## src/rtl/b32c_pkg.sv

```systemverilog
`default_nettype none

package b32c_pkg;

    // frame length and crc defaults
    localparam int         MAX_FRAME_BYTES_DEF = 8;
    localparam logic [3:0] FRAME_BYTES_RESET   = 4'd8;
    localparam logic [7:0] CRC_SEED_RESET      = 8'hA5;
    localparam logic [7:0] CRC_POLY            = 8'h07;
    localparam logic [3:0] FRAME_BYTES_MIN     = 4'd2;

    // command of an input transaction
    typedef enum logic {
        CMD_CHAR = 1'b0,
        CMD_END  = 1'b1
    } t_cmd;

    // kind of a result transaction
    typedef enum logic {
        KIND_DATA   = 1'b0,
        KIND_STATUS = 1'b1
    } t_kind;

    // final status codes
    typedef enum logic [2:0] {
        ST_OK        = 3'd0,
        ST_BAD_CHAR  = 3'd1,
        ST_TOO_LONG  = 3'd2,
        ST_TOO_SHORT = 3'd3,
        ST_CRC_BAD   = 3'd4
    } t_status;

    // configuration register indexes
    typedef enum logic {
        REG_FRAME_BYTES = 1'b0,
        REG_CRC_SEED    = 1'b1
    } t_reg_idx;

    // registered input item
    typedef struct packed {
        t_cmd       command;
        logic [7:0] char_code;
    } t_item;

    // live configuration
    typedef struct packed {
        logic [3:0] frame_bytes;
        logic [7:0] crc_seed;
    } t_cfg;

    // alphabet lookup result
    typedef struct packed {
        logic       ok;
        logic [4:0] value;
    } t_sym;

    // fold lower case, then map through the 32-symbol alphabet
    function automatic t_sym symbol_lookup(input logic [7:0] ch);
        logic [7:0] c;
        t_sym       s;
        c = ch;
        if (ch >= "a" && ch <= "z") begin
            c = ch - 8'h20;
        end
        s.ok = 1'b1;
        s.value = 5'd0;
        case (c)
            "2": s.value = 5'd0;
            "3": s.value = 5'd1;
            "4": s.value = 5'd2;
            "5": s.value = 5'd3;
            "6": s.value = 5'd4;
            "7": s.value = 5'd5;
            "8": s.value = 5'd6;
            "9": s.value = 5'd7;
            "A": s.value = 5'd8;
            "B": s.value = 5'd9;
            "C": s.value = 5'd10;
            "D": s.value = 5'd11;
            "E": s.value = 5'd12;
            "F": s.value = 5'd13;
            "G": s.value = 5'd14;
            "H": s.value = 5'd15;
            "J": s.value = 5'd16;
            "K": s.value = 5'd17;
            "L": s.value = 5'd18;
            "M": s.value = 5'd19;
            "N": s.value = 5'd20;
            "P": s.value = 5'd21;
            "Q": s.value = 5'd22;
            "R": s.value = 5'd23;
            "S": s.value = 5'd24;
            "T": s.value = 5'd25;
            "U": s.value = 5'd26;
            "V": s.value = 5'd27;
            "W": s.value = 5'd28;
            "X": s.value = 5'd29;
            "Y": s.value = 5'd30;
            "Z": s.value = 5'd31;
            default: s.ok = 1'b0;
        endcase
        return s;
    endfunction

    // crc-8 over one byte, msb first
    function automatic logic [7:0] crc8_byte(input logic [7:0] crc, input logic [7:0] b);
        logic [7:0] c;
        c = crc ^ b;
        for (int k = 0; k < 8; k++) begin
            c = c[7] ? ({c[6:0], 1'b0} ^ CRC_POLY) : {c[6:0], 1'b0};
        end
        return c;
    endfunction

endpackage

`default_nettype wire

```

## src/rtl/b32c_if.sv

```systemverilog
`default_nettype none

// character / end command channel
interface b32c_in_if;
    logic       valid;
    logic       ready;
    logic       command;
    logic [7:0] char_code;

    modport source (output valid, output command, output char_code, input ready);
    modport sink   (input valid, input command, input char_code, output ready);
endinterface

// decoded byte / status channel
interface b32c_out_if;
    logic       valid;
    logic       ready;
    logic       result_kind;
    logic [7:0] data_byte;
    logic [2:0] byte_index;
    logic [2:0] status;
    logic [3:0] byte_count;

    modport source (output valid, output result_kind, output data_byte, output byte_index,
                    output status, output byte_count, input ready);
    modport sink   (input valid, input result_kind, input data_byte, input byte_index,
                    input status, input byte_count, output ready);
endinterface

// register write channel
interface b32c_cfg_if;
    logic       valid;
    logic       ready;
    logic       index;
    logic [7:0] data;

    modport source (output valid, output index, output data, input ready);
    modport sink   (input valid, input index, input data, output ready);
endinterface

`default_nettype wire

```

## src/rtl/base32_crc8_code_decoder.sv

```systemverilog
`default_nettype none

// channel  dir  transaction
// i_in     in   one character (command 0) or end of code (command 1)
// o_out    out  decoded byte with its index, or final status with byte count
// i_cfg    in   register write: 0 frame_bytes, 1 crc_seed
//
// one item per cycle while o_out.ready holds; an input transaction reaches the
// result through the input register, then decode, crc and the result register
// i_rst_n is synchronous; no clearing pass, the block is ready right after reset
// i_in.ready drops only when both the input and the result register hold
// items and o_out.ready is low; i_cfg.ready is always high

module base32_crc8_code_decoder #(
    parameter int MAX_FRAME_BYTES = b32c_pkg::MAX_FRAME_BYTES_DEF
) (
    input  wire         i_clk,
    input  wire         i_rst_n,
    b32c_in_if.sink     i_in,
    b32c_out_if.source  o_out,
    b32c_cfg_if.sink    i_cfg
);

    b32c_pkg::t_cfg  cfg;
    b32c_pkg::t_item item;
    logic            item_valid;
    logic            take;

    // configuration registers
    b32c_cfg_regs u_cfg_regs (
        .i_clk   (i_clk),
        .i_rst_n (i_rst_n),
        .i_cfg   (i_cfg),
        .o_cfg   (cfg)
    );

    // input register
    b32c_in_stage u_in_stage (
        .i_clk   (i_clk),
        .i_rst_n (i_rst_n),
        .i_in    (i_in),
        .i_take  (take),
        .o_valid (item_valid),
        .o_item  (item)
    );

    // decode, crc and result register
    b32c_core #(
        .MAX_FRAME_BYTES (MAX_FRAME_BYTES)
    ) u_core (
        .i_clk   (i_clk),
        .i_rst_n (i_rst_n),
        .i_valid (item_valid),
        .i_item  (item),
        .i_cfg   (cfg),
        .o_take  (take),
        .o_out   (o_out)
    );

endmodule

`default_nettype wire

```

## src/rtl/b32c_cfg_regs.sv

```systemverilog
`default_nettype none

module b32c_cfg_regs (
    input  wire           i_clk,
    input  wire           i_rst_n,
    b32c_cfg_if.sink      i_cfg,
    output b32c_pkg::t_cfg o_cfg
);

    logic [3:0] r_frame_bytes;
    logic [7:0] r_crc_seed;

    // writes are always taken
    assign i_cfg.ready = 1'b1;

    // register file
    always_ff @(posedge i_clk) begin
        if (!i_rst_n) begin
            r_frame_bytes <= b32c_pkg::FRAME_BYTES_RESET;
            r_crc_seed    <= b32c_pkg::CRC_SEED_RESET;
        end else if (i_cfg.valid) begin
            unique case (b32c_pkg::t_reg_idx'(i_cfg.index))
                b32c_pkg::REG_FRAME_BYTES: r_frame_bytes <= i_cfg.data[3:0];
                b32c_pkg::REG_CRC_SEED:    r_crc_seed    <= i_cfg.data;
                default:                   r_crc_seed    <= r_crc_seed;
            endcase
        end
    end

    assign o_cfg.frame_bytes = r_frame_bytes;
    assign o_cfg.crc_seed    = r_crc_seed;

endmodule

`default_nettype wire

```

## src/rtl/b32c_in_stage.sv

```systemverilog
`default_nettype none

module b32c_in_stage (
    input  wire              i_clk,
    input  wire              i_rst_n,
    b32c_in_if.sink          i_in,
    input  wire              i_take,
    output logic             o_valid,
    output b32c_pkg::t_item  o_item
);

    logic            r_valid;
    b32c_pkg::t_item r_item;
    logic            accept;

    // room when empty or when the held item moves on this cycle
    assign i_in.ready = !r_valid || i_take;
    assign accept     = i_in.valid && i_in.ready;

    always_ff @(posedge i_clk) begin
        if (!i_rst_n) begin
            r_valid <= 1'b0;
        end else if (accept) begin
            r_valid <= 1'b1;
        end else if (i_take) begin
            r_valid <= 1'b0;
        end
    end

    // payload
    always_ff @(posedge i_clk) begin
        if (accept) begin
            r_item.command   <= b32c_pkg::t_cmd'(i_in.command);
            r_item.char_code <= i_in.char_code;
        end
    end

    assign o_valid = r_valid;
    assign o_item  = r_item;

endmodule

`default_nettype wire

```

## src/rtl/b32c_core.sv

```systemverilog
`default_nettype none

module b32c_core #(
    parameter int MAX_FRAME_BYTES = b32c_pkg::MAX_FRAME_BYTES_DEF
) (
    input  wire              i_clk,
    input  wire              i_rst_n,
    input  wire              i_valid,
    input  b32c_pkg::t_item  i_item,
    input  b32c_pkg::t_cfg   i_cfg,
    output logic             o_take,
    b32c_out_if.source       o_out
);

    localparam int DW = $clog2(MAX_FRAME_BYTES + 1);

    // per-code state
    logic [11:0]       r_acc,   n_acc;
    logic [2:0]        r_pend,  n_pend;
    logic [DW-1:0]     r_done,  n_done;
    logic [7:0]        r_crc,   n_crc;
    logic              r_match, n_match;
    b32c_pkg::t_status r_err,   n_err;

    // result register
    logic              r_out_valid, n_out_valid;
    b32c_pkg::t_kind   r_kind,   n_kind;
    logic [7:0]        r_data,   n_data;
    logic [2:0]        r_index,  n_index;
    b32c_pkg::t_status r_status, n_status;
    logic [3:0]        r_count,  n_count;

    logic [DW-1:0]     flen;
    b32c_pkg::t_sym    sym;
    logic              skip;
    logic [11:0]       acc_shift;
    logic [3:0]        pend_sum;
    logic [2:0]        pend_left;
    logic [7:0]        byte_val;
    logic [DW:0]       done_inc;
    logic [7:0]        crc_base;
    logic [7:0]        crc_next;
    b32c_pkg::t_status end_status;

    // advance when the result register is free or drains this cycle
    assign o_take = i_valid && (!r_out_valid || o_out.ready);

    // clamp frame length to the supported range
    always_comb begin
        if (i_cfg.frame_bytes < b32c_pkg::FRAME_BYTES_MIN) begin
            flen = DW'(b32c_pkg::FRAME_BYTES_MIN);
        end else if (int'(i_cfg.frame_bytes) > MAX_FRAME_BYTES) begin
            flen = DW'(MAX_FRAME_BYTES);
        end else begin
            flen = DW'(i_cfg.frame_bytes);
        end
    end

    // character decode and byte assembly
    assign sym  = b32c_pkg::symbol_lookup(i_item.char_code);
    assign skip = (i_item.char_code == "-") || (i_item.char_code == " ") ||
                  (i_item.char_code == 8'h09);
    assign acc_shift = {r_acc[6:0], sym.value};
    assign pend_sum  = {1'b0, r_pend} + 4'd5;
    assign pend_left = 3'(pend_sum - 4'd8);
    assign byte_val  = 8'(acc_shift >> pend_left);
    assign done_inc  = {1'b0, r_done} + (DW+1)'(1);

    // crc restarts from the live seed at the first byte
    assign crc_base = (r_done == '0) ? i_cfg.crc_seed : r_crc;
    assign crc_next = b32c_pkg::crc8_byte(crc_base, byte_val);

    // end-of-code status by priority
    always_comb begin
        if (r_err != b32c_pkg::ST_OK) begin
            end_status = r_err;
        end else if (r_done < flen) begin
            end_status = b32c_pkg::ST_TOO_SHORT;
        end else if (!r_match) begin
            end_status = b32c_pkg::ST_CRC_BAD;
        end else begin
            end_status = b32c_pkg::ST_OK;
        end
    end

    // next state
    always_comb begin
        n_acc       = r_acc;
        n_pend      = r_pend;
        n_done      = r_done;
        n_crc       = r_crc;
        n_match     = r_match;
        n_err       = r_err;
        n_out_valid = r_out_valid && !o_out.ready;
        n_kind      = r_kind;
        n_data      = r_data;
        n_index     = r_index;
        n_status    = r_status;
        n_count     = r_count;
        if (o_take) begin
            if (i_item.command == b32c_pkg::CMD_END) begin
                n_out_valid = 1'b1;
                n_kind      = b32c_pkg::KIND_STATUS;
                n_data      = 8'd0;
                n_index     = 3'd0;
                n_status    = end_status;
                n_count     = 4'(r_done);
                n_acc       = 12'd0;
                n_pend      = 3'd0;
                n_done      = '0;
                n_crc       = i_cfg.crc_seed;
                n_match     = 1'b0;
                n_err       = b32c_pkg::ST_OK;
            end else if (skip || r_err != b32c_pkg::ST_OK) begin
                n_acc = r_acc;
            end else if (!sym.ok) begin
                n_err = b32c_pkg::ST_BAD_CHAR;
            end else begin
                n_acc = acc_shift;
                if (pend_sum < 4'd8) begin
                    n_pend = pend_sum[2:0];
                end else begin
                    n_pend = pend_left;
                    if (r_done >= flen) begin
                        n_err = b32c_pkg::ST_TOO_LONG;
                    end else begin
                        // last byte of the frame is the check byte
                        if (done_inc < {1'b0, flen}) begin
                            n_crc = crc_next;
                        end else begin
                            n_match = (byte_val == r_crc);
                        end
                        n_out_valid = 1'b1;
                        n_kind      = b32c_pkg::KIND_DATA;
                        n_data      = byte_val;
                        n_index     = 3'(r_done);
                        n_status    = b32c_pkg::ST_OK;
                        n_count     = 4'd0;
                        n_done      = done_inc[DW-1:0];
                    end
                end
            end
        end
    end

    // control and state registers
    always_ff @(posedge i_clk) begin
        if (!i_rst_n) begin
            r_acc       <= 12'd0;
            r_pend      <= 3'd0;
            r_done      <= '0;
            r_crc       <= b32c_pkg::CRC_SEED_RESET;
            r_match     <= 1'b0;
            r_err       <= b32c_pkg::ST_OK;
            r_out_valid <= 1'b0;
        end else begin
            r_acc       <= n_acc;
            r_pend      <= n_pend;
            r_done      <= n_done;
            r_crc       <= n_crc;
            r_match     <= n_match;
            r_err       <= n_err;
            r_out_valid <= n_out_valid;
        end
    end

    // result payload
    always_ff @(posedge i_clk) begin
        r_kind   <= n_kind;
        r_data   <= n_data;
        r_index  <= n_index;
        r_status <= n_status;
        r_count  <= n_count;
    end

    assign o_out.valid       = r_out_valid;
    assign o_out.result_kind = r_kind;
    assign o_out.data_byte   = r_data;
    assign o_out.byte_index  = r_index;
    assign o_out.status      = r_status;
    assign o_out.byte_count  = r_count;

    // an end command leaves the code state cleared
    a_end_clears: assert property (@(posedge i_clk) disable iff (!i_rst_n)
        (o_take && i_item.command == b32c_pkg::CMD_END) |=>
            (r_done == '0 && r_pend == 3'd0 && r_err == b32c_pkg::ST_OK))
        else $error("code state not cleared after end command");

    // no result after a character once an error is latched
    a_err_silent: assert property (@(posedge i_clk) disable iff (!i_rst_n)
        (o_take && i_item.command == b32c_pkg::CMD_CHAR && r_err != b32c_pkg::ST_OK)
            |=> !r_out_valid)
        else $error("result produced while error latched");

    // byte count never passes the largest frame
    a_done_bound: assert property (@(posedge i_clk) disable iff (!i_rst_n)
        int'(r_done) <= MAX_FRAME_BYTES)
        else $error("byte count beyond frame limit");

    // only character and too-long errors are ever latched
    a_err_codes: assert property (@(posedge i_clk) disable iff (!i_rst_n)
        (r_err == b32c_pkg::ST_OK || r_err == b32c_pkg::ST_BAD_CHAR ||
         r_err == b32c_pkg::ST_TOO_LONG))
        else $error("unexpected latched error code");

endmodule

`default_nettype wire
```

## src/flat_wrapper.sv

```systemverilog
// flat-port wrapper written by rule: the top's interface ports become plain ports
module base32_crc8_code_decoder_flat 
#(
    parameter int MAX_FRAME_BYTES = b32c_pkg::MAX_FRAME_BYTES_DEF
)
  (i_clk, i_rst_n, i_in_valid, i_in_command, i_in_char_code, i_in_ready, o_out_valid, o_out_result_kind, o_out_data_byte, o_out_byte_index, o_out_status, o_out_byte_count, o_out_ready, i_cfg_valid, i_cfg_index, i_cfg_data, i_cfg_ready);
  b32c_in_if i_in_i ();
  b32c_out_if o_out_i ();
  b32c_cfg_if i_cfg_i ();
  input  wire i_clk;
  input  wire i_rst_n;
  input wire logic [$bits(i_in_i.valid)-1:0] i_in_valid;
  input wire logic [$bits(i_in_i.command)-1:0] i_in_command;
  input wire logic [$bits(i_in_i.char_code)-1:0] i_in_char_code;
  output wire logic [$bits(i_in_i.ready)-1:0] i_in_ready;
  output wire logic [$bits(o_out_i.valid)-1:0] o_out_valid;
  output wire logic [$bits(o_out_i.result_kind)-1:0] o_out_result_kind;
  output wire logic [$bits(o_out_i.data_byte)-1:0] o_out_data_byte;
  output wire logic [$bits(o_out_i.byte_index)-1:0] o_out_byte_index;
  output wire logic [$bits(o_out_i.status)-1:0] o_out_status;
  output wire logic [$bits(o_out_i.byte_count)-1:0] o_out_byte_count;
  input wire logic [$bits(o_out_i.ready)-1:0] o_out_ready;
  input wire logic [$bits(i_cfg_i.valid)-1:0] i_cfg_valid;
  input wire logic [$bits(i_cfg_i.index)-1:0] i_cfg_index;
  input wire logic [$bits(i_cfg_i.data)-1:0] i_cfg_data;
  output wire logic [$bits(i_cfg_i.ready)-1:0] i_cfg_ready;
  assign i_in_i.valid = i_in_valid;
  assign i_in_i.command = i_in_command;
  assign i_in_i.char_code = i_in_char_code;
  assign i_in_ready = i_in_i.ready;
  assign o_out_valid = o_out_i.valid;
  assign o_out_result_kind = o_out_i.result_kind;
  assign o_out_data_byte = o_out_i.data_byte;
  assign o_out_byte_index = o_out_i.byte_index;
  assign o_out_status = o_out_i.status;
  assign o_out_byte_count = o_out_i.byte_count;
  assign o_out_i.ready = o_out_ready;
  assign i_cfg_i.valid = i_cfg_valid;
  assign i_cfg_i.index = i_cfg_index;
  assign i_cfg_i.data = i_cfg_data;
  assign i_cfg_ready = i_cfg_i.ready;
  base32_crc8_code_decoder #(.MAX_FRAME_BYTES(MAX_FRAME_BYTES)) u_core (.i_clk(i_clk), .i_rst_n(i_rst_n), .i_in(i_in_i), .o_out(o_out_i), .i_cfg(i_cfg_i));
endmodule
```

## config.mk

```make
export PLATFORM = sky130hd
export DESIGN_NAME = base32_crc8_code_decoder_flat
export DESIGN_NICKNAME = d
export VERILOG_FILES = /design/src/rtl/b32c_pkg.sv /design/src/rtl/b32c_if.sv /design/src/rtl/base32_crc8_code_decoder.sv /design/src/rtl/b32c_cfg_regs.sv /design/src/rtl/b32c_in_stage.sv /design/src/rtl/b32c_core.sv /design/src/flat_wrapper.sv
export SDC_FILE = /design/constraint.sdc
export NUM_CORES = 1
export LEC_CHECK = 0
export CORE_AREA = 4 4 120 122
export CTS_CLUSTER_DIAMETER = 200
export CTS_CLUSTER_SIZE = 25
export DETAILED_ROUTE_END_ITERATION = 10
export DIE_AREA = 0 0 124 126
export DONT_BUFFER_PORTS = 1
export PLACE_DENSITY = 0.61
export REMOVE_ABC_BUFFERS = 1
export SLEW_MARGIN = 40
export SYNTH_ARGS = -nofsm -noshare
export SYNTH_HDL_FRONTEND = slang
export SYNTH_SLANG_ARGS = --single-unit
```

## constraint.sdc

```tcl
create_clock -name i_clk -period 7.15 [get_ports i_clk]
set_input_delay 1.43 -clock i_clk [delete_from_list [all_inputs] [get_ports i_clk]]
set_output_delay 1.43 -clock i_clk [all_outputs]
set_load 0.02 [all_outputs]
```

After elaboration in Yosys (flattened, before gate mapping)
Cells that the tools add are included.
- add/sub/neg operators: 4
- multipliers: 0
- div/mod/pow operators: 0
- $lt $le $gt $ge: 8
- equal/unequal tests: 42
- shift-type cells: 1
- multiplexer cells: 76
- bitwise operators: 10
- reduce and logical (&&, ||, !) cells: 25
- operators by type and width (operator ; number):
    8-bit by 7-bit equality test with 1-bit output, second input constant ; 24
    5-bit one-hot mux with 31 select lines ; 1
    8-bit two-way mux ; 12
    3-bit two-way mux ; 29
    8-bit by 6-bit equality test with 1-bit output, second input constant ; 10
    4-bit two-way mux ; 12
    32-bit OR reduction ; 1
    3-bit inverter ; 8
    7-bit two-way mux ; 3
    1-bit two-way mux ; 19
    6-bit AND reduction ; 2
    12-bit by 3-bit >> shifter with 8-bit output ; 1
    8-bit by 4-bit equality test with 1-bit output, second input constant ; 1
    8-bit equality test ; 1
    8-bit by 7-bit greater-or-equal comparator with 1-bit output, second input constant ; 1
    8-bit by 7-bit less-or-equal comparator with 1-bit output, second input constant ; 1
    2-bit by 1-bit inequality test with 1-bit output, second input constant ; 4
    8-bit by 6-bit subtractor with 8-bit output, second input constant ; 1
    8-bit XOR ; 1
    2-bit nonzero test ; 3
    4-bit by 1-bit adder with 5-bit output, second input constant ; 1
    1-bit logical OR ; 5
    5-bit by 4-bit < comparator with 1-bit output ; 1
    5-bit AND reduction ; 1
    other kinds (17) ; 23
- bits in registers: 68
- latch bits: 0
- RAM bits: 0
- ROM bits: 0
- output and inout bits: 22
- word-level logic and storage cells: 183
- memories kept: 0

Longest topological paths before layout
Gate-level depths: netlist of run 1.
- word-level depth: 29
- gate-level depth with buffers: 14

Hierarchy
From an unflattened synthesis of run 1, not the netlist that was laid out.
- cells, all modules: 476
- area total of the unflattened synthesis: 4388.0 µm²
- by module, submodules not included (module ; times used ; cells each ; area an instance (µm²) ; sequential area each (µm²)):
    b32c_core ; 1 ; 406 ; 3555.9 ; 1091.0
    b32c_cfg_regs ; 1 ; 56 ; 504.2 ; 240.2
    b32c_in_stage ; 1 ; 14 ; 327.8 ; 290.3

Worst setup path before layout of run 1
Ideal clock, no wire load.
- path type: input to output
- start point: in o_out_ready
- end point: out i_in_ready
- data arrival time: 1.781 ns
- required time: 5.720 ns
- setup slack: 3.939 ns
- stages: 2
- path buffers: 0
- path through: nor2b_1 nand2_1
- longest elaborated chain between the ends: 3
- RTL lines (element ; line ; RTL):
    from (decl) ; flat_wrapper.sv:22 ; input wire logic [$bits(o_out_i.ready)-1:0] o_out_ready;
    1-bit logical OR ; b32c_core.sv:46 ; assign o_take = i_valid && (!r_out_valid || o_out.ready);
    1-bit logical AND ; b32c_core.sv:46 ;
    1-bit logical OR ; b32c_in_stage.sv:17 ; assign i_in.ready = !r_valid || i_take;
    to (decl) ; flat_wrapper.sv:15 ; output wire logic [$bits(i_in_i.ready)-1:0] i_in_ready;
No other way between the ends.

Final worst setup path of run 1
- start point: reg u_core.u_core.r_pend[0]
- end point: reg u_core.u_core.r_crc[1]
- longest elaborated chain between the ends: 15
- elaborated cells on any way between the ends: 20
- classes of those cells: add/sub (2); order compare (1); eq/ne (1); shift (1); mux (10); bitwise (4); reduce/logical (1)
- RTL lines (element ; line ; RTL):
    from (decl) ; b32c_core.sv:19 ; logic [2:0] r_pend, n_pend;
    from (signal assigned) ; b32c_core.sv:158 ; r_pend <= n_pend;
    3-bit by 3-bit adder with 4-bit output * ; b32c_core.sv:64 ; assign pend_sum = {1'b0, r_pend} + 4'd5;
    3-bit by 1-bit subtractor with 3-bit output ; b32c_core.sv:65 ; assign pend_left = 3'(pend_sum - 4'd8);
    12-bit by 3-bit >> shifter with 8-bit output ; b32c_core.sv:66 ; assign byte_val = 8'(acc_shift >> pend_left);
    8-bit XOR ; b32c_pkg.sv:108 ; c = crc ^ b;
    3-bit inverter (no source line) ; - ;
    3-bit two-way mux ; b32c_pkg.sv:110 ; c = c[7] ? ({c[6:0], 1'b0} ^ CRC_POLY) : {c[6:0], 1'b0};
    3-bit two-way mux or 3-bit inverter (tied branches) ; - ;
    3-bit inverter (no source line) or 3-bit two-way mux (tied branches) ; - ;
    3-bit two-way mux ; b32c_pkg.sv:110 ;
    8-bit two-way mux ; b32c_core.sv:128 ; if (done_inc < {1'b0, flen}) begin
    8-bit two-way mux ; b32c_core.sv:124 ; if (r_done >= flen) begin
    8-bit two-way mux ; b32c_core.sv:120 ; if (pend_sum < 4'd8) begin
    8-bit two-way mux ; b32c_core.sv:116 ; end else if (!sym.ok) begin
    8-bit two-way mux ; b32c_core.sv:114 ; end else if (skip || r_err != b32c_pkg::ST_OK) begin
    8-bit two-way mux ; b32c_core.sv:101 ; if (i_item.command == b32c_pkg::CMD_END) begin
    to (signal assigned) ; b32c_core.sv:152 ; r_crc <= b32c_pkg::CRC_SEED_RESET;
    to (signal assigned) ; b32c_core.sv:160 ; r_crc <= n_crc;
    to (decl) ; b32c_core.sv:21 ; logic [7:0] r_crc, n_crc;
Mark *: on every way between the ends. The rest lies on a longest branch, timed or not. The select of a mux whose other input is x is not followed.
A chain may end at the register's enable or synchronous reset.

==> impl_metrics.ini, run 1 <==
[synthesis]
syn_area_sq_um = 4620
synth_area_per_cell_sq_um = 8.98
synth-edff-count = 28
ys_ff_latch = 67
async_flop_share = 0
yosys_warnings = 0
synthCells = 515
ys_types = 81
ys.flop_type = dfxtp_1
synth_seq_area_share = 0.351

[global_route]
antenna_found_initial = 0
grt_use_total = 0.149
grt_max_degree = 45
overflow = 0
grt_pass1_wl_um = 18700
grt_pass1_vias = 3572

[placed_design]
place_inst = 657
io_buffers = 0
gp_congestion = 0.826
dp.final_hpwl_um = 8310

[timing]
rsz0062_at_grt = false
drv_slew = 0
slew-limit-headroom = 0.390
tightest_slew_ps = 909
fmax_mhz = 258
fin_tns_setup_ps = 0
fin_skew_ps = 4.82
period_minus_slack_ps = 3880
fin_crit_sh = 0.543
setup_viol = 0
hold_viol_final = 0

[drt]
vias_per_cell = 5.64
postRouteAntennaNets = 0
drc = 0
vias = 3800
drt_pass1_iterations = 5
routedWlPerCell_um = 17.2
initialDrtViolationCount = 254
wl_um = 11600

[finish]
nets = 529
final_cells = 674
area_growth_pct = 7.90
drive_gt1_frac = 0.0823
insertedDiodeCount = 0

[clock_network]
clkSinkCount = 67
path_clk_slew_ps = 50
ctsResizeCount = 0
cts_root_buf = clkbuf_16
clk_latency_ps = 330
cts-htree-levels = 3
ctsHoldBuffers = 0
cts_setup_buffers = 0
cts_buffers = 9
clockBufferDepth = 2
cts_tree = built

[setup_path]
slowest_delay_ps = 680
crit_required_ps = 7360
path_cells = ha_1 -> mux2i_1 -> mux2i_1 -> a21oi_1 -> xnor2_1 -> xnor2_1 -> xnor2_1 -> xor2_2 -> xnor2_1 -> o31a_1
crit_path_end_kind = flop
crit_path_start = u_core.u_core.r_pend[0]
crit_slowest_cell = ha_1
reg2reg_from = u_core.u_core.r_pend[0]
worstPathArrival_ps = 4100
start_kind = flop
critical_path_class = flop to flop
crit_fanout = 25
cp_common_cell = xnor2_1

[job]
max_cap_viol_count = 0

[worst_hold_path]
hold_class = flop to flop
min-delay-start = u_core.u_cfg_regs.r_crc_seed[3]

[floorplanning]
pin_count = 45
dieWidth_um = 124
floorplan.initialDensity = 0.351
coreArea_sq_um = 13200
fp-row-count = 42
dieArea_sq_um = 15600
die_h_um = 126

[power_and_ir_drop]
power_leakage_uw = 0.00186
p_per_area_nw_per_um2 = 193
p_total_uw = 962
ir_worst_vdd_mv = 0.102

[status]
outcome = finished, final reports clean
layout by cell type, fill, tap and decap left out, types with 10 or more instances in the layout:
master    netlist  routed
and2_1         10      10
nand3_1        10      10
nor3_1         12      11
inv_1          16      16
edfxtp_1       28      28
dfxtp_1        39      38
xnor2_1        24      24
a21oi_1        19      19
nor2b_1        18      18
xor2_1         12      12
o211ai_1       11      11
o21ai_0        24      24
nand2_1        47      47
ha_1           13      13
nor2_1         34      33
mux2i_1        17      17
cells in the mapped netlist (11+ instances only):
cell type / number / area share
a21oi_1: 19 / 0.021
buf_2: 14 / 0.015
clkbuf_1: 14 / 0.011
dfxtp_1: 39 / 0.17
edfxtp_1: 28 / 0.18
ha_1: 13 / 0.035
inv_1: 16 / 0.013
mux2i_1: 17 / 0.037
nand2_1: 47 / 0.038
nor2_1: 34 / 0.028
nor2b_1: 18 / 0.024
nor3_1: 12 / 0.013
o211ai_1: 11 / 0.018
o21ai_0: 24 / 0.026
xnor2_1: 24 / 0.045
xor2_1: 12 / 0.023
flip-flops by register name, indices dropped and copies added (netlist names):
signal	cells
u_core.u_core.o_out.status	3
u_core.u_in_stage.o_item	9
u_core.u_core.r_done	4
u_core.u_core.r_match	1
u_core.u_core.r_acc	7
u_core.u_core.o_out.valid	1
u_core.u_core.r_err	2
u_core.u_core.o_out.data_byte	8
u_core.u_cfg_regs.r_frame_bytes	4
u_core.u_core.o_out.byte_count	4
u_core.u_core.r_crc	8
u_core.u_cfg_regs.r_crc_seed	8
u_core.u_core.o_out.byte_index	3
u_core.u_core.r_pend	3
u_core.u_core.o_out.result_kind	1
u_core.u_in_stage.o_valid	1
layer usage:
layer,vias to the layer above,routed length [um],GRT usage
li1,1836,-,-
met1,1814,5200,0.207
met2,128,5510,0.231
met3,22,662,0.0305
met4,0,224,0.0503
met5,-,0,0
layout make-up:
cell class / instances / area [sq um]
fillers: 1317 / 8200
multi-input cells: 394 / 2770
flip-flops and latches: 67 / 1620
clock buffers: 12 / 246
well taps: 176 / 220
inverters: 18 / 67.6
repair buffers: 3 / 30.0
clock inverters: 4 / 27.5
where the power goes:
group	total [uW]	switching, uW	internal [uW]
Clock	404	160	244
Combinational	121	67.6	53.0
Sequential	438	25.1	412
worst max-delay path: cells and delay by family, from the launching register on:
kind            cells  cell delay [ps]
mux                 2              680
flops               1              620
xor+xnor            5              960
compound gates      2              810
fa+ha+maj           1              680
cell families after synthesis:
family                     count (synthesis)  synth area share
adders and majority gates                 15            0.0395
and+or+nand+nor                          184             0.212
muxes                                     22            0.0490
DFF                                       67             0.351
other                                      1          0.000811
xor gates and xnor gates                  40            0.0850
buffers and inverters                     54            0.0533
AOI/OAI and AO/OA                        132             0.210
per-stage QoR:
| stage | worst slack, ps | hold WS [ps] | instance area, sq um | util |
|---|---|---|---|---|
| detailed placement | 3030 | 478 | 4680 | 0.355 |
| global route | 2980 | 530 | 4990 | 0.378 |
| finish | 3270 | 484 | 4990 | 0.378 |
| floorplan | 3750 | 452 | 4440 | - |
| global placement | 3240 | 472 | 4680 | 0.355 |
| CTS | 3030 | 486 | 4960 | 0.376 |
worst paths after layout:
check | endpoint | slack [ps] | cells after the start
max | u_core.u_core.r_crc[1] | 3270 | 10
min | u_core.u_cfg_regs.r_crc_seed[3] | 480 | 2
min reg2reg | u_core.u_cfg_regs.r_crc_seed[3] | 480 | 2
max reg2reg | u_core.u_core.r_crc[1] | 3270 | 10
(Power assumes the default switching activity.)
==> run 2, diff against run 1 <==
Settings changed: ABC_AREA set to 1, CORE_AREA 4 4 120 122 to 4 4 116 118, DIE_AREA 0 0 124 126 to 0 0 120 122.
Clock period 7.15 ns to 3.75 ns, I/O delays scaled along.
==> run 2 against run 1 <==
Non-clock buffer count rose by 1. Critical path type unchanged. Global-route usage up 0.59 points. Power up 120%. Clock power rose by 130%. Synthesized cell count up 16%. Cell area fell by 4.1%. Register-to-register slack lost 2500 ps. Sequential share of layout area up 1.4 points. Combinational power grew to 3.0 times the previous value.
==> impl_metrics.ini, run 2 <==
[timing]
slew-limit-headroom = 0.489
fin_tns_setup_ps = 0
period_minus_slack_ps = 3030
rsz0062_at_grt = false
fin_crit_sh = 0.808
tightest_slew_ps = 766
setup_viol = 0
hold_viol_final = 0
drv_slew = 0
fmax_mhz = 330
fin_skew_ps = 10.7

[synthesis]
synthCells = 596
synth_top_cell_area_share = 0.195
syn_area_sq_um = 4310
synthTopCellsByArea = edfxtp_1 20%, dfxtp_1 18%, nand2_1 11%
ys.flop_type = dfxtp_1
synth_area_per_cell_sq_um = 7.23
yosysMostFrequentCell = nand2_1
ys_types = 45
netlist_top_cells_count = 123 x nand2_1, 77 x inv_1, 57 x nor2_1
ys_ff_latch = 67
synth_seq_area_share = 0.377
synth-edff-count = 28
async_flop_share = 0
yosys_warnings = 0
synth_largest_area_cell = edfxtp_1

[setup_path]
crit_fanout = 9
timing.rr.end = u_core.u_core.r_crc[2]
start_kind = flop
cp_num_buf_inv = 2
critPathTopFamily = simple AND/OR/NAND/NOR gates
cp_common_cell = nand2_1
worstPathArrival_ps = 3270
critical_path_class = flop to flop
slowest_delay_ps = 550
ff2ff_setup_slack_ps = 720
path_cells = o21ai_0 -> nand2_1 -> nand3_2 -> nand3_1 -> nand2_2 -> nor2_4 -> nand2_2 -> inv_2 -> o21ai_1 -> nand3_1 -> nand3_1 -> nand3_2 -> nand2_2 -> nand2_1 -> nand2_1 -> inv_1 -> nand2_1 -> nand2_1 -> nand2_1 -> nand3_1 -> nand2_1 -> nand2_1
crit_path_end_kind = flop
crit_path_start = u_core.u_in_stage.o_item[1]
crit_required_ps = 3990
rr_worst_depth = 22
reg2reg_from = u_core.u_in_stage.o_item[1]
worst-path-stages = 22
crit_slowest_cell = edfxtp_1
crit_end = u_core.u_core.r_crc[2]

[clock_network]
clockBufferDepth = 2
cts_tree = built
cts_setup_buffers = 0
ctsHoldBuffers = 0
cts-htree-levels = 3
ctsResizeCount = 0
path_clk_slew_ps = 60
clk_latency_ps = 340
cts_buffers = 9
cts_root_buf = clkbuf_16
clkSinkCount = 67

[drt]
drc = 0
wl_um = 11000
postRouteAntennaNets = 0
initialDrtViolationCount = 321
vias_per_cell = 5.04
drt_pass1_iterations = 5
routedWlPerCell_um = 14.3
vias = 3886

[floorplanning]
dieArea_sq_um = 14600
coreArea_sq_um = 12500
pin_count = 45
floorplan.initialDensity = 0.345
die_h_um = 122
dieWidth_um = 120
fp-row-count = 41

[finish]
most-common-layout-cells = 123 x nand2_1, 77 x inv_1, 57 x nor2_1, 54 x nand3_1, 41 x o21ai_0
largest_reg_flops = 9
n_fill_cell = 1267
nets = 630
layout_commonest_cell = nand2_1
insertedDiodeCount = 0
area_growth_pct = 11.1
final_cells = 771
drive_gt1_frac = 0.112

[placed_design]
gp_congestion = 0.903
dp.final_hpwl_um = 8260
place_inst = 755
io_buffers = 0

[worst_hold_path]
hold_class = flop to flop

[power_and_ir_drop]
pwr-share-comb = 0.171
switchingPower_uw = 606
ir_worst_vdd_mv = 0.216
p_sw_frac = 0.289
power_leakage_uw = 0.00212
seq_power_share = 0.392
p_per_area_nw_per_um2 = 438
p_int_uw = 1490
p_clk_frac = 0.437

[global_route]
grt_max_degree = 22
antenna_found_initial = 0
grt_pass1_wl_um = 18000
grt_use_total = 0.155
overflow = 0
grt_pass1_vias = 3701

[job]
max_cap_viol_count = 0

[status]
outcome = finished, final reports clean
==> run 2: cell count changes after synthesis, moves of 19 or more <==
cell | previous run | this run
nand2_1 | 47 | 123
nand3_1 | 10 | 54
nor2_1 | 34 | 57
xnor2_1 | 24 | 1
inv_1 | 16 | 77
a21oi_1 | 19 | 38
==> run 2: worst min-delay path: stages, from the launching register on <==
cell and delay, ps:
dfxtp_1 320, a21oi_1 60, nand2_1 60
==> run 2: per-layer routing <==
metal | GRT usage | routed length, um | vias up
li1 | - | - | 1970
met1 | 0.192 | 5100 | 1824
met2 | 0.257 | 5230 | 75
met3 | 0.0422 | 475 | 17
met4 | 0.0623 | 232 | 0
met5 | 0 | 0 | -
==> run 2: logic make-up (layout without fill, tap and decap cells) <==
kind of cell	Yosys count	in the layout	synth area share
buf+inv	104	107	0.0962
simple gates	280	280	0.298
fa+ha+maj	13	13	0.0378
compound gates	118	118	0.162
other cells	1	1	0.000871
xor+xnor	11	11	0.0241
flops	67	67	0.377
mux	2	2	0.00465
==> run 2: worst min path at each step <==
stage | start | to | cells after the start
6_report | u_core.u_core.r_crc[5] | u_core.u_core.r_crc[5] | 2
5_1_grt | i_rst_n | u_core.u_cfg_regs.r_crc_seed[7] | 1
4_1_cts | u_core.u_core.r_crc[5] | u_core.u_core.r_crc[5] | 2
3_3_place_gp | u_core.u_core.r_crc[5] | u_core.u_core.r_crc[5] | 2
2_1_floorplan | u_core.u_cfg_regs.r_crc_seed[3] | u_core.u_cfg_regs.r_crc_seed[3] | 2
3_5_place_dp | u_core.u_core.r_crc[5] | u_core.u_core.r_crc[5] | 2
==> run 2: cell type report <==
| class | instances | area, sq um | share of cell area |
|---|---|---|---|
| Multi-Input combinational cell | 425 | 2270 | 0.475 |
| Inverter | 87 | 328 | 0.0685 |
| Timing Repair Buffer | 4 | 30.0 | 0.00628 |
| Clock buffer | 10 | 229 | 0.0479 |
| Clock inverter | 6 | 90.1 | 0.0188 |
| Sequential cell | 67 | 1620 | 0.339 |
| Tap cell | 172 | 215 | 0.0450 |
==> run 2: power by group through the flow <==
stage | Sequential, uW | Clock (uW) | Combinational [uW]
finish | 822 | 915 | 359
global route | 826 | 973 | 411
CTS | 822 | 939 | 357
detailed placement | 837 | 0 | 355
global placement | 836 | 0 | 350
floorplan | 833 | 0 | 275
==> run 2: metrics by stage <==
stage                     hold WS (ps)  power [uW]  setup WS (ps)  cell area [sq um]   util
after floorplan                    440        1110            845               4220      -
after global placement             460        1190            745               4470  0.358
after detailed placement           454        1190            703               4470  0.358
after CTS                          470        2120            699               4780  0.384
after global routing               480        2210            383               4780  0.384
final                              469        2090            720               4780  0.384
==> run 3, diff against run 2 <==
Clock period 3.75 ns to 3.1 ns, I/O delays scaled along.
==> run 3 against run 2 <==
Die area did not move. Power increased by 25%. Register-to-register slack got worse by 490 ps. Final cell count is 1.7% higher.
==> impl_metrics.ini, run 3 (synthesis gave the netlist of run 2 again) <==
[finish]
most-common-layout-cells = 121 x nand2_1, 77 x inv_1, 56 x nor2_1, 52 x nand3_1, 39 x o21ai_0
insertedDiodeCount = 0
area_growth_pct = 15.0
final_cells = 784
largest_reg_flops = 9
drive_gt1_frac = 0.149
layout_commonest_cell = nand2_1
final_area_sq_um = 4950
nets = 643
final_util = 0.397

[clock_network]
clk_latency_ps = 330
path_clk_slew_ps = 60
cts-htree-levels = 3
clkSinkCount = 67
cts_tree = built
clockBufferDepth = 2
cts_root_buf = clkbuf_16
ctsHoldBuffers = 0
cts_buffers = 9

[setup_path]
worstPathArrival_ps = 3090
critPathTopFamily = simple AND/OR/NAND/NOR gates
reg2reg_from = u_core.u_core.r_pend[0]
crit_path_start = u_core.u_core.r_pend[0]
crit_required_ps = 3330
path_cells = ha_2 -> nand2_1 -> o21ai_0 -> or2_1 -> nand2_2 -> inv_2 -> or2_0 -> nand2_2 -> xor2_1 -> xor2_1 -> inv_1 -> nand3_1 -> nand2_1 -> nand2_1 -> nand3_1 -> nand2_1 -> nand2_1
crit_fanout = 14
cp_common_cell = nand2_1
rr_worst_depth = 17
slowest_delay_ps = 460
ff2ff_setup_slack_ps = 230
crit_end = u_core.u_core.r_crc[2]
cp_num_buf_inv = 2
critical_path_class = flop to flop
worst-path-stages = 17
crit_slowest_cell = dfxtp_2
start_kind = flop
crit_path_end_kind = flop
timing.rr.end = u_core.u_core.r_crc[2]

[global_route]
grt_max_degree = 22
antenna_found_initial = 0
overflow = 0
grt_pass1_wl_um = 17600
grt_pass1_vias = 3673
grt_use_total = 0.149

[power_and_ir_drop]
p_sw_frac = 0.278
ir_worst_vdd_mv = 0.255
p_clk_frac = 0.451
power_leakage_uw = 0.00220
seq_power_share = 0.379
p_int_uw = 1900
pwr-share-comb = 0.171
switchingPower_uw = 732
p_per_area_nw_per_um2 = 531

[timing]
fin_skew_ps = 8.26
fin_tns_setup_ps = 0
hold_viol_final = 0
drv_slew = 0
fmax_mhz = 349
setup_viol = 0
rsz0062_at_grt = true
fin_crit_sh = 0.925
tightest_slew_ps = 794
period_minus_slack_ps = 2870
slew-limit-headroom = 0.470

[floorplanning]
dieWidth_um = 120
floorplan.initialDensity = 0.345
coreArea_sq_um = 12500
fp-row-count = 41
dieArea_sq_um = 14600
pin_count = 45
die_h_um = 122

[placed_design]
io_buffers = 0
dp.final_hpwl_um = 8050
gp_congestion = 0.938
post_dp_cell_area_sq_um = 4520
place_inst = 762

[worst_hold_path]
hold_class = input pin to flop

[drt]
vias_per_cell = 4.99
initialDrtViolationCount = 309
drc = 0
postRouteAntennaNets = 0
vias = 3916
wl_um = 10700
routedWlPerCell_um = 13.7
drt_pass1_iterations = 5

[status]
outcome = finished, final reports clean

[job]
max_cap_viol_count = 0
-- run 3: layout make-up --
| type | count | area, sq um |
|---|---|---|
| Clock buffer | 10 | 229 |
| Tap cell | 172 | 215 |
| Inverter | 87 | 328 |
| Timing Repair Buffer | 16 | 120 |
| Multi-Input combinational cell | 426 | 2320 |
| Clock inverter | 6 | 114 |
| Fill cell | 1287 | 7510 |
| Sequential cell | 67 | 1620 |
-- run 3: routing by layer --
| layer | vias to the layer above | part of all wire | track usage |
|---|---|---|---|
| met5 | - | 0 | 0 |
| met4 | 0 | 0.020 | 0.0537 |
| met3 | 15 | 0.055 | 0.0357 |
| met2 | 102 | 0.46 | 0.246 |
| met1 | 1802 | 0.46 | 0.191 |
| li1 | 1997 | - | - |
-- run 3: stage by stage --
stage | setup slack (ps) | hold WS (ps) | total power, uW
after floorplan | 195 | 440 | 1340
after global placement | 103 | 459 | 1440
after detailed placement | 83.3 | 469 | 1440
after CTS | 70.8 | 358 | 2640
after global routing | -44.6 | 369 | 2760
final | 233 | 372 | 2630
-- run 3: power groups by stage --
stage / clock network (uW) / logic (uW) / registers (uW)
floorplan: 0 / 333 / 1010
finish: 1180 / 449 / 995
detailed placement: 0 / 429 / 1010
CTS: 1210 / 432 / 995
global route: 1250 / 510 / 1000
global placement: 0 / 422 / 1010
-- run 3: worst min path at each step --
stage	from	to	slack, ps	depth (start not counted)
after floorplan	u_core.u_cfg_regs.r_crc_seed[3]	u_core.u_cfg_regs.r_crc_seed[3]	440	2
after CTS	i_rst_n	u_core.u_cfg_regs.r_crc_seed[0]	360	1
after global routing	i_rst_n	u_core.u_cfg_regs.r_crc_seed[7]	370	1
after global placement	u_core.u_core.r_crc[5]	u_core.u_core.r_crc[5]	460	2
after detailed placement	u_core.u_core.r_match	u_core.u_core.r_match	470	2
final	i_rst_n	u_core.u_cfg_regs.r_crc_seed[0]	370	1
-- run 3: timing repair --
action,4_1_cts,5_1_grt
buffers inserted,0,5
resized for setup,0,14
endpoints found under the setup margin,0,25
